==> src/hdl/swhs_pkg.sv <==
// ----------------------------------------------------------------------------
// swhs_pkg
// Shared widths, constants, register indexes and types for the single-wire
// humidity sensor frame decoder.
// ----------------------------------------------------------------------------
package swhs_pkg;

  localparam int unsigned TICK_W    = 8;   // interval tick counter
  localparam int unsigned IDX_W     = 7;   // interval index
  localparam int unsigned BITS_W    = 6;   // recognized data bit count
  localparam int unsigned BYTE_W    = 8;
  localparam int unsigned FRAME_W   = 40;  // five bytes of frame
  localparam int unsigned WORD_W    = 16;  // humidity / temperature words

  localparam int unsigned MAX_INTERVALS       = 90;
  localparam int unsigned FIRST_DATA_INTERVAL = 4;
  localparam int unsigned FRAME_BITS          = 40;
  localparam int unsigned BITS_SAT            = 63;

  // Configuration port
  localparam int unsigned CFG_IDX_W  = 2;
  localparam int unsigned CFG_DATA_W = 8;
  localparam logic [CFG_IDX_W-1:0] CFG_BIT_THRESHOLD = 2'd0;
  localparam logic [CFG_IDX_W-1:0] CFG_TIMEOUT_TICKS = 2'd1;

  localparam logic [CFG_DATA_W-1:0] BIT_THRESHOLD_RST = 8'd40;
  localparam logic [CFG_DATA_W-1:0] TIMEOUT_TICKS_RST = 8'd255;

  // Stream payload widths (padded to whole bytes)
  localparam int unsigned IN_TDATA_W  = 8;
  localparam int unsigned OUT_TDATA_W = 40;

  typedef enum logic [1:0] {
    ST_OK       = 2'd0,
    ST_SHORT    = 2'd1,
    ST_CHECKSUM = 2'd2
  } status_e;

  // Tracker -> formatter: end-of-read flag and the frame as it stands
  typedef struct packed {
    logic                 done;
    logic [BITS_W-1:0]    bits;
    logic [FRAME_W-1:0]   frame;
  } track_t;

  typedef struct packed {
    status_e              status;
    logic [WORD_W-1:0]    humidity;
    logic [WORD_W-1:0]    temperature;
    logic [BITS_W-1:0]    bits;
  } result_t;

endpackage

==> src/hdl/swhs_tracker.sv <==
// ----------------------------------------------------------------------------
// swhs_tracker
// Interval timing state: measures line level run lengths, shifts in data
// bits and flags the tick that ends a read.
// ----------------------------------------------------------------------------
module swhs_tracker (
  input  logic                          clk_i,
  input  logic                          rst_ni,
  input  logic                          en_i,
  input  logic                          start_i,
  input  logic                          level_i,
  input  logic [swhs_pkg::TICK_W-1:0]   threshold_i,
  input  logic [swhs_pkg::TICK_W-1:0]   timeout_i,
  output swhs_pkg::track_t              track_o
);
  import swhs_pkg::*;

  logic                 reading_q, reading_d;
  logic                 prev_q, prev_d;
  logic [TICK_W-1:0]    ticks_q, ticks_d;
  logic [IDX_W-1:0]     idx_q, idx_d;
  logic [BITS_W-1:0]    bits_q, bits_d;
  logic [FRAME_W-1:0]   frame_q, frame_d;
  logic                 done;
  logic                 data_interval;

  assign data_interval = (idx_q >= IDX_W'(FIRST_DATA_INTERVAL)) && !idx_q[0];

  always_comb begin
    reading_d = reading_q;
    prev_d    = prev_q;
    ticks_d   = ticks_q;
    idx_d     = idx_q;
    bits_d    = bits_q;
    frame_d   = frame_q;
    done      = 1'b0;
    if (en_i) begin
      if (start_i) begin
        reading_d = 1'b1;
        prev_d    = 1'b1;
        ticks_d   = '0;
        idx_d     = '0;
        bits_d    = '0;
        frame_d   = '0;
      end else if (reading_q) begin
        if (level_i != prev_q) begin
          // level change closes the running interval
          if (data_interval) begin
            if (bits_q < BITS_W'(FRAME_BITS)) begin
              frame_d = {frame_q[FRAME_W-2:0], (ticks_q > threshold_i)};
            end
            if (bits_q < BITS_W'(BITS_SAT)) begin
              bits_d = bits_q + BITS_W'(1);
            end
          end
          idx_d = idx_q + IDX_W'(1);
          if (idx_d >= IDX_W'(MAX_INTERVALS)) begin
            done = 1'b1;
          end else begin
            prev_d  = level_i;
            ticks_d = TICK_W'(1);
            done    = (ticks_d >= timeout_i);
          end
        end else begin
          ticks_d = ticks_q + TICK_W'(1);
          done    = (ticks_d >= timeout_i);
        end
        if (done) begin
          reading_d = 1'b0;
        end
      end
    end
  end

  always_ff @(posedge clk_i or negedge rst_ni) begin
    if (!rst_ni) begin
      reading_q <= 1'b0;
      prev_q    <= 1'b1;
      ticks_q   <= '0;
      idx_q     <= '0;
      bits_q    <= '0;
      frame_q   <= '0;
    end else begin
      reading_q <= reading_d;
      prev_q    <= prev_d;
      ticks_q   <= ticks_d;
      idx_q     <= idx_d;
      bits_q    <= bits_d;
      frame_q   <= frame_d;
    end
  end

  assign track_o.done  = done;
  assign track_o.bits  = bits_d;
  assign track_o.frame = frame_d;

endmodule

==> src/hdl/swhs_formatter.sv <==
// ----------------------------------------------------------------------------
// swhs_formatter
// Checks bit count and checksum of a finished frame and unpacks humidity
// and sign-magnitude temperature.
// ----------------------------------------------------------------------------
module swhs_formatter (
  input  swhs_pkg::track_t   track_i,
  output swhs_pkg::result_t  result_o
);
  import swhs_pkg::*;

  logic [BYTE_W-1:0]   b0, b1, b2, b3, b4;
  logic [BYTE_W-1:0]   sum;
  logic [WORD_W-1:0]   magnitude;

  assign b0 = track_i.frame[4*BYTE_W +: BYTE_W];
  assign b1 = track_i.frame[3*BYTE_W +: BYTE_W];
  assign b2 = track_i.frame[2*BYTE_W +: BYTE_W];
  assign b3 = track_i.frame[1*BYTE_W +: BYTE_W];
  assign b4 = track_i.frame[0       +: BYTE_W];

  assign sum       = b0 + b1 + b2 + b3;  // modulo 256
  assign magnitude = {1'b0, b2[BYTE_W-2:0], b3};

  always_comb begin
    result_o.bits        = track_i.bits;
    result_o.humidity    = '0;
    result_o.temperature = '0;
    if (track_i.bits < BITS_W'(FRAME_BITS)) begin
      result_o.status = ST_SHORT;
    end else if (sum != b4) begin
      result_o.status = ST_CHECKSUM;
    end else begin
      result_o.status   = ST_OK;
      result_o.humidity = {b0, b1};
      // sign bit of byte 2; negating zero still gives zero
      result_o.temperature = b2[BYTE_W-1] ? (WORD_W'(0) - magnitude) : magnitude;
    end
  end

endmodule

==> src/hdl/single_wire_humidity_sensor_decoder.sv <==
// ----------------------------------------------------------------------------
// single_wire_humidity_sensor_decoder
// Decodes the bit stream of a single-wire humidity/temperature sensor from
// one sampled line level per microsecond tick.
// ----------------------------------------------------------------------------
// Usage:
//   Slave stream: one item per tick. tuser = start_req (1 starts a new read
//   and clears the decoder; that tick's level is not counted), tdata[0] =
//   line level. Ticks arriving while no read runs are dropped silently.
//   Master stream: one item per finished read (interval limit reached or an
//   interval hit the timeout). tuser = status (0 ok, 1 short, 2 checksum),
//   tdata = humidity, temperature (signed), bit count.
//   Config port: write-only, index 0 = bit threshold, 1 = timeout ticks;
//   other indexes are ignored. Write only while the decoder is idle.
// Timing:
//   1 item per cycle sustained while the result stream does not stall. An
//   item lands in the input register on the accepting edge; when the pipe
//   can move, the tracker updates from it and any result of the item that
//   ends the read is captured in the output register, which then offers it.
//   When the receiver stalls with a result pending, the input register still
//   takes one item; further items wait until the result is taken.
// Reset:
//   Idle, line assumed high, counters and frame cleared, threshold 40,
//   timeout 255, both registers empty.
// ----------------------------------------------------------------------------
module single_wire_humidity_sensor_decoder (
  input  logic                                 clk_i,
  input  logic                                 rst_ni,
  // input stream
  input  logic                                 s_axis_tvalid,
  output logic                                 s_axis_tready,
  input  logic [swhs_pkg::IN_TDATA_W-1:0]      s_axis_tdata,  // [0] line_level
  input  logic                                 s_axis_tuser,  // [0] start_req
  // result stream
  output logic                                 m_axis_tvalid,
  input  logic                                 m_axis_tready,
  // [15:0] humidity_tenths, [31:16] temperature_tenths, [37:32] bit_count
  output logic [swhs_pkg::OUT_TDATA_W-1:0]     m_axis_tdata,
  output logic [1:0]                           m_axis_tuser,  // [1:0] status
  // configuration writes
  input  logic                                 cfg_we_i,
  input  logic [swhs_pkg::CFG_IDX_W-1:0]       cfg_index_i,
  input  logic [swhs_pkg::CFG_DATA_W-1:0]      cfg_data_i
);
  import swhs_pkg::*;

  // config registers
  logic [CFG_DATA_W-1:0] threshold_q, timeout_q;

  // input register
  logic       in_valid_q, in_valid_d;
  logic       in_start_q, in_level_q;

  // output register
  logic       out_valid_q, out_valid_d;
  result_t    out_q;

  logic       advance;   // output slot free or draining: a held input item moves into the tracker this cycle
  logic       en;
  track_t     track;
  result_t    result;

  always_ff @(posedge clk_i or negedge rst_ni) begin
    if (!rst_ni) begin
      threshold_q <= BIT_THRESHOLD_RST;
      timeout_q   <= TIMEOUT_TICKS_RST;
    end else if (cfg_we_i) begin
      case (cfg_index_i)
        CFG_BIT_THRESHOLD: threshold_q <= cfg_data_i;
        CFG_TIMEOUT_TICKS: timeout_q   <= cfg_data_i;
        default: ;
      endcase
    end
  end

  // Output slot free or draining this cycle: the pipe can move.
  assign advance       = !out_valid_q || m_axis_tready;
  assign en            = in_valid_q && advance;
  assign s_axis_tready = !in_valid_q || advance;
  assign in_valid_d    = s_axis_tready ? s_axis_tvalid : in_valid_q;

  always_ff @(posedge clk_i or negedge rst_ni) begin
    if (!rst_ni) begin
      in_valid_q <= 1'b0;
    end else begin
      in_valid_q <= in_valid_d;
    end
  end

  always_ff @(posedge clk_i) begin
    if (s_axis_tvalid && s_axis_tready) begin
      in_start_q <= s_axis_tuser;
      in_level_q <= s_axis_tdata[0];
    end
  end

  swhs_tracker u_tracker (
    .clk_i       (clk_i),
    .rst_ni      (rst_ni),
    .en_i        (en),
    .start_i     (in_start_q),
    .level_i     (in_level_q),
    .threshold_i (threshold_q),
    .timeout_i   (timeout_q),
    .track_o     (track)
  );

  swhs_formatter u_formatter (
    .track_i  (track),
    .result_o (result)
  );

  assign out_valid_d = advance ? (en && track.done) : out_valid_q;

  always_ff @(posedge clk_i or negedge rst_ni) begin
    if (!rst_ni) begin
      out_valid_q <= 1'b0;
    end else begin
      out_valid_q <= out_valid_d;
    end
  end

  always_ff @(posedge clk_i) begin
    if (en && track.done) begin
      out_q <= result;
    end
  end

  assign m_axis_tvalid = out_valid_q;
  assign m_axis_tuser  = out_q.status;
  assign m_axis_tdata  = {(OUT_TDATA_W - 2*WORD_W - BITS_W)'(0), out_q.bits,
                          out_q.temperature, out_q.humidity};

endmodule
==> config.mk <==
export PLATFORM = sky130hd
export DESIGN_NAME = single_wire_humidity_sensor_decoder
export DESIGN_NICKNAME = d
export VERILOG_FILES = /design/src/hdl/swhs_pkg.sv /design/src/hdl/swhs_tracker.sv /design/src/hdl/swhs_formatter.sv /design/src/hdl/single_wire_humidity_sensor_decoder.sv
export SDC_FILE = /design/constraint.sdc
export NUM_CORES = 1
export LEC_CHECK = 0
export BUFFER_PORTS_ARGS = -buffer_cell sky130_fd_sc_hd__buf_2
export CORE_ASPECT_RATIO = 0.6
export CORE_UTILIZATION = 50
export CTS_CLUSTER_DIAMETER = 40
export DETAILED_ROUTE_END_ITERATION = 10
export PLACE_DENSITY_LB_ADDON = 0.25
export SETUP_SLACK_MARGIN = 0.3
export SLEW_MARGIN = 40
export SYNTH_ARGS = -nofsm -noshare
export SYNTH_HDL_FRONTEND = slang
export SYNTH_SLANG_ARGS = --single-unit
==> constraint.sdc <==
create_clock -name clk_i -period 7.7 [get_ports clk_i]
set_clock_uncertainty 0.15 [all_clocks]
set_input_delay 1.54 -clock clk_i [delete_from_list [all_inputs] [get_ports clk_i]]
set_output_delay 1.54 -clock clk_i [all_outputs]
set_load 0.01 [all_outputs]
[Word-level counts from Yosys, hierarchy flattened]
Cells that the tools add are included.
Word-level totals
  output and inout port bits: 44
  input bits: 24
  register bits: 123
Operators by class
  eq/ne operators: 5
  reduce and logical (&&, ||, !) cells: 19
  muxes and demuxes: 36
  $add $sub $neg: 7
  bitwise gates (word level): 1
  $lt $le $gt $ge: 8
Operators with widths (count)
  40-bit two-way mux: 6
  6-bit two-way mux: 6
  8-bit two-way mux: 4
  8-bit adder: 3
  7-bit two-way mux: 3
  6-bit < comparator (second input constant): 3
  1-bit by 15-bit subtractor with 16-bit output (first input constant): 1
  1-bit two-way mux: 15
  15-bit two-way mux: 1
  8-bit by 1-bit adder with 8-bit output (second input constant): 1
  1-bit by 8-bit greater-or-equal comparator with 1-bit output (first input constant): 1
  8-bit greater-or-equal comparator: 1
  8-bit > comparator: 1
  8-bit != test: 1
  7-bit by 1-bit adder with 7-bit output (second input constant): 1
  7-bit by 3-bit greater-or-equal comparator with 1-bit output (second input constant): 1
  7-bit greater-or-equal comparator (second input constant): 1
  6-bit by 1-bit adder with 6-bit output (second input constant): 1
  3-bit AND reduction: 2
  1-bit logical AND: 4
  2-bit AND reduction: 2
  4-bit AND reduction: 1
  2-bit nonzero test: 2
  1-bit zero test: 3
  other kinds (10): 11

[Logic depth before layout (Yosys ltp)]
Gate-level depths: netlist of run 1.
  word-level depth: 12
  mapped depth: 23

[Cells and area by module]
From an unflattened synthesis of run 1, not the netlist that was laid out.
Unflattened totals
  cell total of the unflattened synthesis: 546
  area total of the unflattened synthesis: 6749.0 um2
Modules (own cells, without submodules)
  swhs_tracker: sequential area each 1577.8 um2, times used 1, area each 3266.9 um2, cells each 303
  single_wire_humidity_sensor_decoder: sequential area each 1724.2 um2, times used 1, area each 1999.4 um2, cells each 89
  swhs_formatter: sequential area each 0.0 um2, times used 1, area each 1482.7 um2, cells each 154

[Worst setup path after synthesis of run 1]
Ideal clock, no wire load.
  path kind: input to register
  start point: input port m_axis_tready
  end point: register out_q (netlist bit m_axis_tdata[10]), data pin
  arrival time: 6314 ps
  path slack: 1085 ps
  cell stages on the path: 21
  path buffers: 4
  path through: nand2b_1 -> clkbuf_1 -> nand3_2 -> nor2_2 -> clkbuf_1 -> buf_2 -> mux2i_1 -> nor2_1 -> fa_1 -> fa_1 -> ha_1 -> fa_1 -> nand3_1 -> a21oi_1 -> or4_1 -> nand3_1 -> xnor2_1 -> o31a_1 -> nand4b_4 -> buf_6 -> nor3_2
RTL lines
  start: declaration: line single_wire_humidity_sensor_decoder.sv:36  | input logic m_axis_tready,
  end signal: assignment: line single_wire_humidity_sensor_decoder.sv:125  | out_q <= result;
  end: declaration: line single_wire_humidity_sensor_decoder.sv:56  | result_t out_q;

==> metrics.csv, run 1 <==
metric,value,unit
hold_viol_final,0,
rsz0062_at_grt,false,
synth_cell_types,69,
cts_buffer_depth,2,
die_w,155,um
cp-end-kind,flop,
num_vias,5424,
async_reset_ff_frac,0.659,
cpMostUsedCell,fa_1,
critPathLaunchType,input port,
drv_cap,0,
gp_routability_congestion,0.862,
fmax,147,MHz
r2r-start,u_tracker.prev_q,
grt_usage,0.255,
ctsHtreeMaxLevel,4,
fillers,1151,
first_global_vias,5202,
pin_count,68,
crit_type,input port to flop,
dieHeight,94.0,um
synth_edf_count,42,
synthTopCellsByArea,"dfrtp_1 (25%), edfxtp_1 (18%), ha_1 (5.1%), dfstp_2 (4.1%), fa_1 (4.0%)",
avgSynthCellArea,10.4,sq um
dp_hpwl,12.3,mm
nets,804,
grt_max_degree,82,
layout-drive-gt1-share,0.221,
final_core_util,0.596,
syn_area,7050,sq um
ant_nets,0,
postCtsHoldBufs,0,
root_buffer,clkbuf_16,
diodes,0,
drtIter0Drc,406,
cp-startpoint,m_axis_tready,
start_util,0.514,
synthMostInstantiatedCell,dfrtp_1,
antenna_found_initial,0,
row_count,33,
r2r_slack,1030,ps
worst_pin_slew,771,ps
clk_pin_slew,60,ps
drc,0,
ys_ff_latch,123,
syn_to_final_growth,16.0,%
wire_per_inst,18.1,um
synth-main-ff-cell,dfrtp_1,
finalSetupTns,0,ps
synth_top_area_share,0.249,
worstPathRequired,7800,ps
peakVddDrop,0.128,mV
dr.pass1.iters,6,
post-route-period-util,0.885,
cp_slowest_cell,or4_1,
yosysWarnings,0,
crit_family,simple AND/OR/NAND/NOR gates,
post_cts_buffers,0,
cp_slowest_stage_delay,470,ps
reg2reg_depth,18,
p_leak,3.51,nW
gr-total-overflow,0,
critPathCapture,m_axis_tdata[1],
worst-path-max-fanout,20,
outcome,completed,
totalWireLength,17.1,mm
ys_top_cells_by_count,"dfrtp_1 (70), nand2_1 (64), nor2_1 (53), o21ai_0 (45)",
crit_cells,22,
cts.sink_count,123,
coreArea,13700,sq um
synth-seq-area-share,0.469,
crit_buf_inv,5,
numCtsBuffers,17,
io_buffers,58,
fin_crit,6820,ps
crit_arrival,6920,ps
placed_cells,910,
power_density,227,nW/um^2
routed_via_density,5.76,
synthCells,675,
grt_pass1_wl,27.8,mm
drv_slew,0,
final_cell_count_no_fill,942,
maxSlewHeadroom,0.486,
cts_tree,built,
finalSetupViolCount,0,
r2r_end,m_axis_tdata[1],
postCtsResizedCells,0,
crit_chain,"buf_2, nand2b_1, nand3_2, nor2_2, buf_4, nand2_1, a21oi_1, inv_1, fa_1, inv_1, fa_1, ha_1, fa_1, nand3_1, a21oi_1, or4_1, nand3_1, xnor2_1, o31a_1, nand4b_4, buf_4, nor3_1",
hp-class,flop to flop,
fp.dieArea,14600,sq um
clock_latency,420,ps
synth_top_area_cell,dfrtp_1,
==> worst register-to-register path, cell delays in order (launching register included) <==
cell	delay (ps)
dfstp_2	570
xor2_2	400
o2111a_1	620
nand2_1	520
buf_4	360
mux2i_1	150
or2_2	370
fa_1	520
inv_1	50
fa_1	450
ha_1	360
and3_1	200
o21ai_0	140
o311ai_0	440
xnor2_1	180
nor4b_4	340
nand4b_4	200
buf_4	280
nor3_1	220
==> area by class of cell <==
class | instances | area (sq um) | share of cell area
clock buffer | 18 | 439 | 0.0537
clock inverter | 14 | 160 | 0.0196
inverter | 42 | 158 | 0.0193
multi-input combinational | 483 | 3450 | 0.422
sequential | 123 | 3300 | 0.404
tap | 192 | 240 | 0.0294
timing repair buffer | 70 | 429 | 0.0525
==> state kept, by name (all words and copies together), names as in the netlist <==
| name | cells |
|---|---|
| m_axis_tvalid | 1 |
| in_start_q | 1 |
| timeout_q | 8 |
| u_tracker.bits_q | 6 |
| u_tracker.frame_q | 40 |
| m_axis_tuser | 2 |
| in_valid_q | 1 |
| u_tracker.ticks_q | 8 |
| in_level_q | 1 |
| m_axis_tdata | 38 |
| u_tracker.reading_q | 1 |
| threshold_q | 8 |
| u_tracker.prev_q | 1 |
| u_tracker.idx_q | 7 |
==> power breakdown <==
group          internal (mW)  total (mW)  switching, mW
clock                  0.493       0.820          0.327
combinational         0.0977       0.258          0.160
sequential             0.735       0.774         0.0388
total                   1.33        1.85          0.527
==> stage by stage <==
step | power (mW) | worst slack (ps) | area [sq um] | hold slack, ps
6_report | 1.85 | 882 | 8180 | 370
2_1_floorplan | 0.943 | 1080 | 7050 | 330
4_1_cts | 1.86 | 967 | 8170 | 370
3_3_place_gp | 1.02 | 793 | 7520 | 350
5_1_grt | 1.93 | 665 | 8180 | 397
3_5_place_dp | 1.04 | 605 | 7570 | 358
==> metal layers <==
layer  track usage  wire length, um  up-vias
met1         0.385             8770     2681
met2         0.351             6750      222
met4        0.0809              169        0
met3        0.0692             1380       18
met5             0                0        -
li1              -                -     2503
==> worst min-delay path by stage <==
stage | startpoint | end | slack (ps) | cells after the start
after floorplan | threshold_q[3] | threshold_q[3] | 330 | 2
after global placement | u_tracker.prev_q | u_tracker.prev_q | 350 | 2
after detailed placement | threshold_q[5] | threshold_q[5] | 360 | 2
final | threshold_q[3] | threshold_q[3] | 370 | 2
after CTS | threshold_q[5] | threshold_q[5] | 370 | 2
after global routing | u_tracker.prev_q | u_tracker.prev_q | 400 | 2
==> kinds of logic (layout without fill, tap and decap cells) <==
kind of cell | after synthesis | in the layout | synth area share
other | 1 | 2 | 0.000532
adder cells (fa/ha/maj) | 43 | 43 | 0.0913
multiplexers | 33 | 33 | 0.0487
AO/OA/AOI/OAI | 138 | 138 | 0.124
XOR/XNOR | 41 | 41 | 0.0540
buffers and inverters | 70 | 144 | 0.0439
flip-flops | 123 | 123 | 0.469
AND/OR/NAND/NOR | 226 | 226 | 0.170
==> placed cells by master (no fill, tap or decap), types with 6 or more instances in the layout <==
master,Yosys,final
dfrtp_1,70,70
nand2_1,64,64
buf_2,4,57
nor2_1,53,52
o21ai_0,45,45
inv_1,42,42
edfxtp_1,42,42
a21oi_1,31,31
xnor2_1,29,29
ha_1,29,29
mux2i_1,23,23
nand3_1,17,17
clkbuf_16,0,17
a31oi_1,15,15
fa_1,14,14
nor2_2,12,12
nor3_2,11,11
dfstp_2,11,11
and3_1,11,10
mux2_2,10,10
nor3_1,10,10
xor2_1,10,10
buf_4,3,10
or2_2,7,7
a21o_1,7,7
nand2b_1,6,6
and2_1,6,6
nand3b_1,6,6
a22oi_1,6,6
Note: power is estimated with default switching activity, not from simulation.
==> inputs of run 2 (changes only) <==
- CELL_PAD_IN_SITES_DETAIL_PLACEMENT: default -> 1
- CELL_PAD_IN_SITES_GLOBAL_PLACEMENT: default -> 1
- CORE_UTILIZATION: 50 -> 47
- HOLD_SLACK_MARGIN: default -> 0.02
==> run 2 against run 1 <==
  * Total power grew 3.7%
  * Largest power group unchanged
  * Sequential power increased by 0.8%
  * Fmax grew 0.21%
  * Cell count increased by 0.96%
  * Setup slack gained 14 ps
  * Worst hold slack better by 24 ps
  * First-iteration DRC count rose by 13%
  * Register-to-register slack better by 200 ps
  * Highest routed layer unchanged
  * Critical path type unchanged
  * Wire length grew 21%
  * Combinational power increased by 5%
  * Non-clock buffer count is 3 higher
==> metrics.csv, run 2 (same netlist as run 1, synthesis figures left out) <==
metric,value,unit,change
drc,0,,unchanged
dp_hpwl,14.6,mm,was 12.3 mm
post-route-period-util,0.884,,was 0.885
postCtsHoldBufs,0,,unchanged
rsz0062_at_grt,false,,unchanged
final_cell_mix,"dfrtp_1 (70), nand2_1 (64), buf_2 (57)",,unchanged
fin_crit,6800,ps,was 6820 ps
worst_pin_slew,832,ps,was 771 ps
hold_viol_final,0,,unchanged
outcome,completed,,unchanged
clock_latency,420,ps,about the same
cts_tree,built,,unchanged
finalSetupTns,0,ps,unchanged
finalSetupViolCount,0,,unchanged
crit_arrival,6910,ps,was 6920 ps
antenna_found_initial,0,,unchanged
grt_pass1_wl,33.2,mm,was 27.8 mm
ctsHtreeMaxLevel,4,,unchanged
drv_slew,0,,unchanged
dr.pass1.iters,5,,was 6
design_area,8230,sq um,was 8180 sq um
syn_to_final_growth,16.7,%,was 16.0%
drv_cap,0,,unchanged
p_total,1.92,mW,was 1.85 mW
cp-end-kind,flop,,unchanged
maxSlewHeadroom,0.440,,was 0.486
routed_via_density,5.85,,was 5.76
postCtsResizedCells,0,,unchanged
cp_slowest_stage_delay,610,ps,was 470 ps
row_count,34,,was 33
cts.sink_count,123,,unchanged
numCtsBuffers,17,,unchanged
fp.dieArea,15500,sq um,was 14600 sq um
layout-drive-gt1-share,0.223,,was 0.221
first_global_vias,5795,,was 5202
top_register,u_tracker.frame_q,,unchanged
crit_family,simple AND/OR/NAND/NOR gates,,unchanged
power_density,234,nW/um^2,was 227 nW/um^2
gp_routability_congestion,0.850,,was 0.862
pin_count,68,,unchanged
gr-total-overflow,0,,unchanged
ant_nets,0,,unchanged
post_cts_buffers,0,,unchanged
num_vias,5559,,was 5424
drtIter0Drc,460,,was 406
root_buffer,clkbuf_16,,unchanged
worstPathRequired,7810,ps,was 7800 ps
grt_usage,0.284,,was 0.255
hp-class,flop to flop,,unchanged
io_buffers,58,,unchanged
totalWireLength,20.6,mm,was 17.1 mm
crit_chain,"buf_2, nand2b_1, and3_1, nand2_1, buf_4, nand2_1, a21oi_1, inv_1, fa_1, inv_1, fa_1, ha_1, fa_1, nor4b_2, a2111oi_2, nand3_1, nor4b_4, nand4b_4, buf_4, nor3_2",,"was buf_2, nand2b_1, nand3_2, nor2_2, buf_4, nand2_1, a21oi_1, inv_1, fa_1, inv_1, fa_1, ha_1, fa_1, nand3_1, a21oi_1, or4_1, nand3_1, xnor2_1, o31a_1, nand4b_4, buf_4, nor3_1"
coreArea,14500,sq um,was 13700 sq um
cts_buffer_depth,2,,unchanged
crit_buf_inv,5,,unchanged
cpMostUsedCell,fa_1,,unchanged
wire_per_inst,21.7,um,was 18.1 um
p_leak,3.54,nW,was 3.51 nW
die_w,160,um,was 155 um
placed_area,7580,sq um,was 7570 sq um
worst-path-max-fanout,19,,was 20
grt_max_degree,82,,unchanged
dieHeight,96.8,um,was 94.0 um
cp_slowest_cell,fa_1,,was or4_1
diodes,0,,unchanged
nets,807,,was 804
fmax,147,MHz,about the same
peakVddDrop,0.155,mV,was 0.128 mV
largest_reg_flops,40,,unchanged
crit_type,input port to flop,,unchanged
final_common_cell,dfrtp_1,,unchanged
start_util,0.484,,was 0.514
clk_pin_slew,60,ps,about the same
critPathLaunchType,input port,,unchanged
-- run 2: cell types whose count changed in the layout (fill, tap and decap cells not counted), moves of 2 or more --
cell,previous run,this run
buf_4,10,13
buf_16,2,0
bufinv_16,2,4
clkinv_2,2,0
clkinv_4,2,4
-- run 2: worst reg2reg max path, cell delays in order (launching register included) --
cell and delay (ps):
dfstp_2 580, xor2_2 420, o2111ai_2 180, buf_4 220, nor2_2 320, buf_12 240, nand2_1 100, a21oi_1 460
inv_1 130, fa_1 430, inv_1 90, fa_1 430, ha_1 260, fa_1 610, nor4b_2 90, a2111oi_2 300
nand3_1 230, nor4b_4 420, nand4b_4 180, buf_4 270, nor3_2 190
-- run 2: layout make-up --
class,instances,area [sq um]
inverter,42,158
multi-input combinational,483,3450
clock inverter,15,213
timing repair buffer,73,432
sequential,123,3300
clock buffer,17,425
fill,1608,6320
tap,198,248
-- run 2: metrics by stage --
stage	instances	util	hold slack (ps)	setup slack, ps
final	951	0.565	394	896
after global placement	918	0.520	351	823
after floorplan	676	-	330	1080
after detailed placement	919	0.521	380	528
after CTS	951	0.565	389	901
after global routing	951	0.565	428	656
-- run 2: path summary, 6_finish.rpt --
check                                  from                    end  slack (ps)  cells after the start
min                        u_tracker.prev_q       u_tracker.prev_q         390                      2
min in group asynchronous            rst_ni         threshold_q[4]        1010                      1
max in group asynchronous            rst_ni  u_tracker.frame_q[38]        5900                      1
max                           m_axis_tready        m_axis_tdata[7]         900                     20
min reg2reg                u_tracker.prev_q       u_tracker.prev_q         390                      2
max reg2reg                u_tracker.prev_q        m_axis_tdata[7]        1230                     20
-- run 2: power by group --
part	leakage [nW]	internal [mW]	switching [mW]	total [mW]
clock	0.308	0.548	0.320	0.868
sequential	1.42	0.736	0.0446	0.780
combinational	1.81	0.0971	0.175	0.272
-- run 2: layer usage --
metal	track usage	part of all wire	vias to the layer above
met4	0.0681	0.0087	0
met1	0.418	0.47	2856
li1	-	-	2505
met5	0	0	-
met2	0.426	0.45	183
met3	0.0605	0.069	15
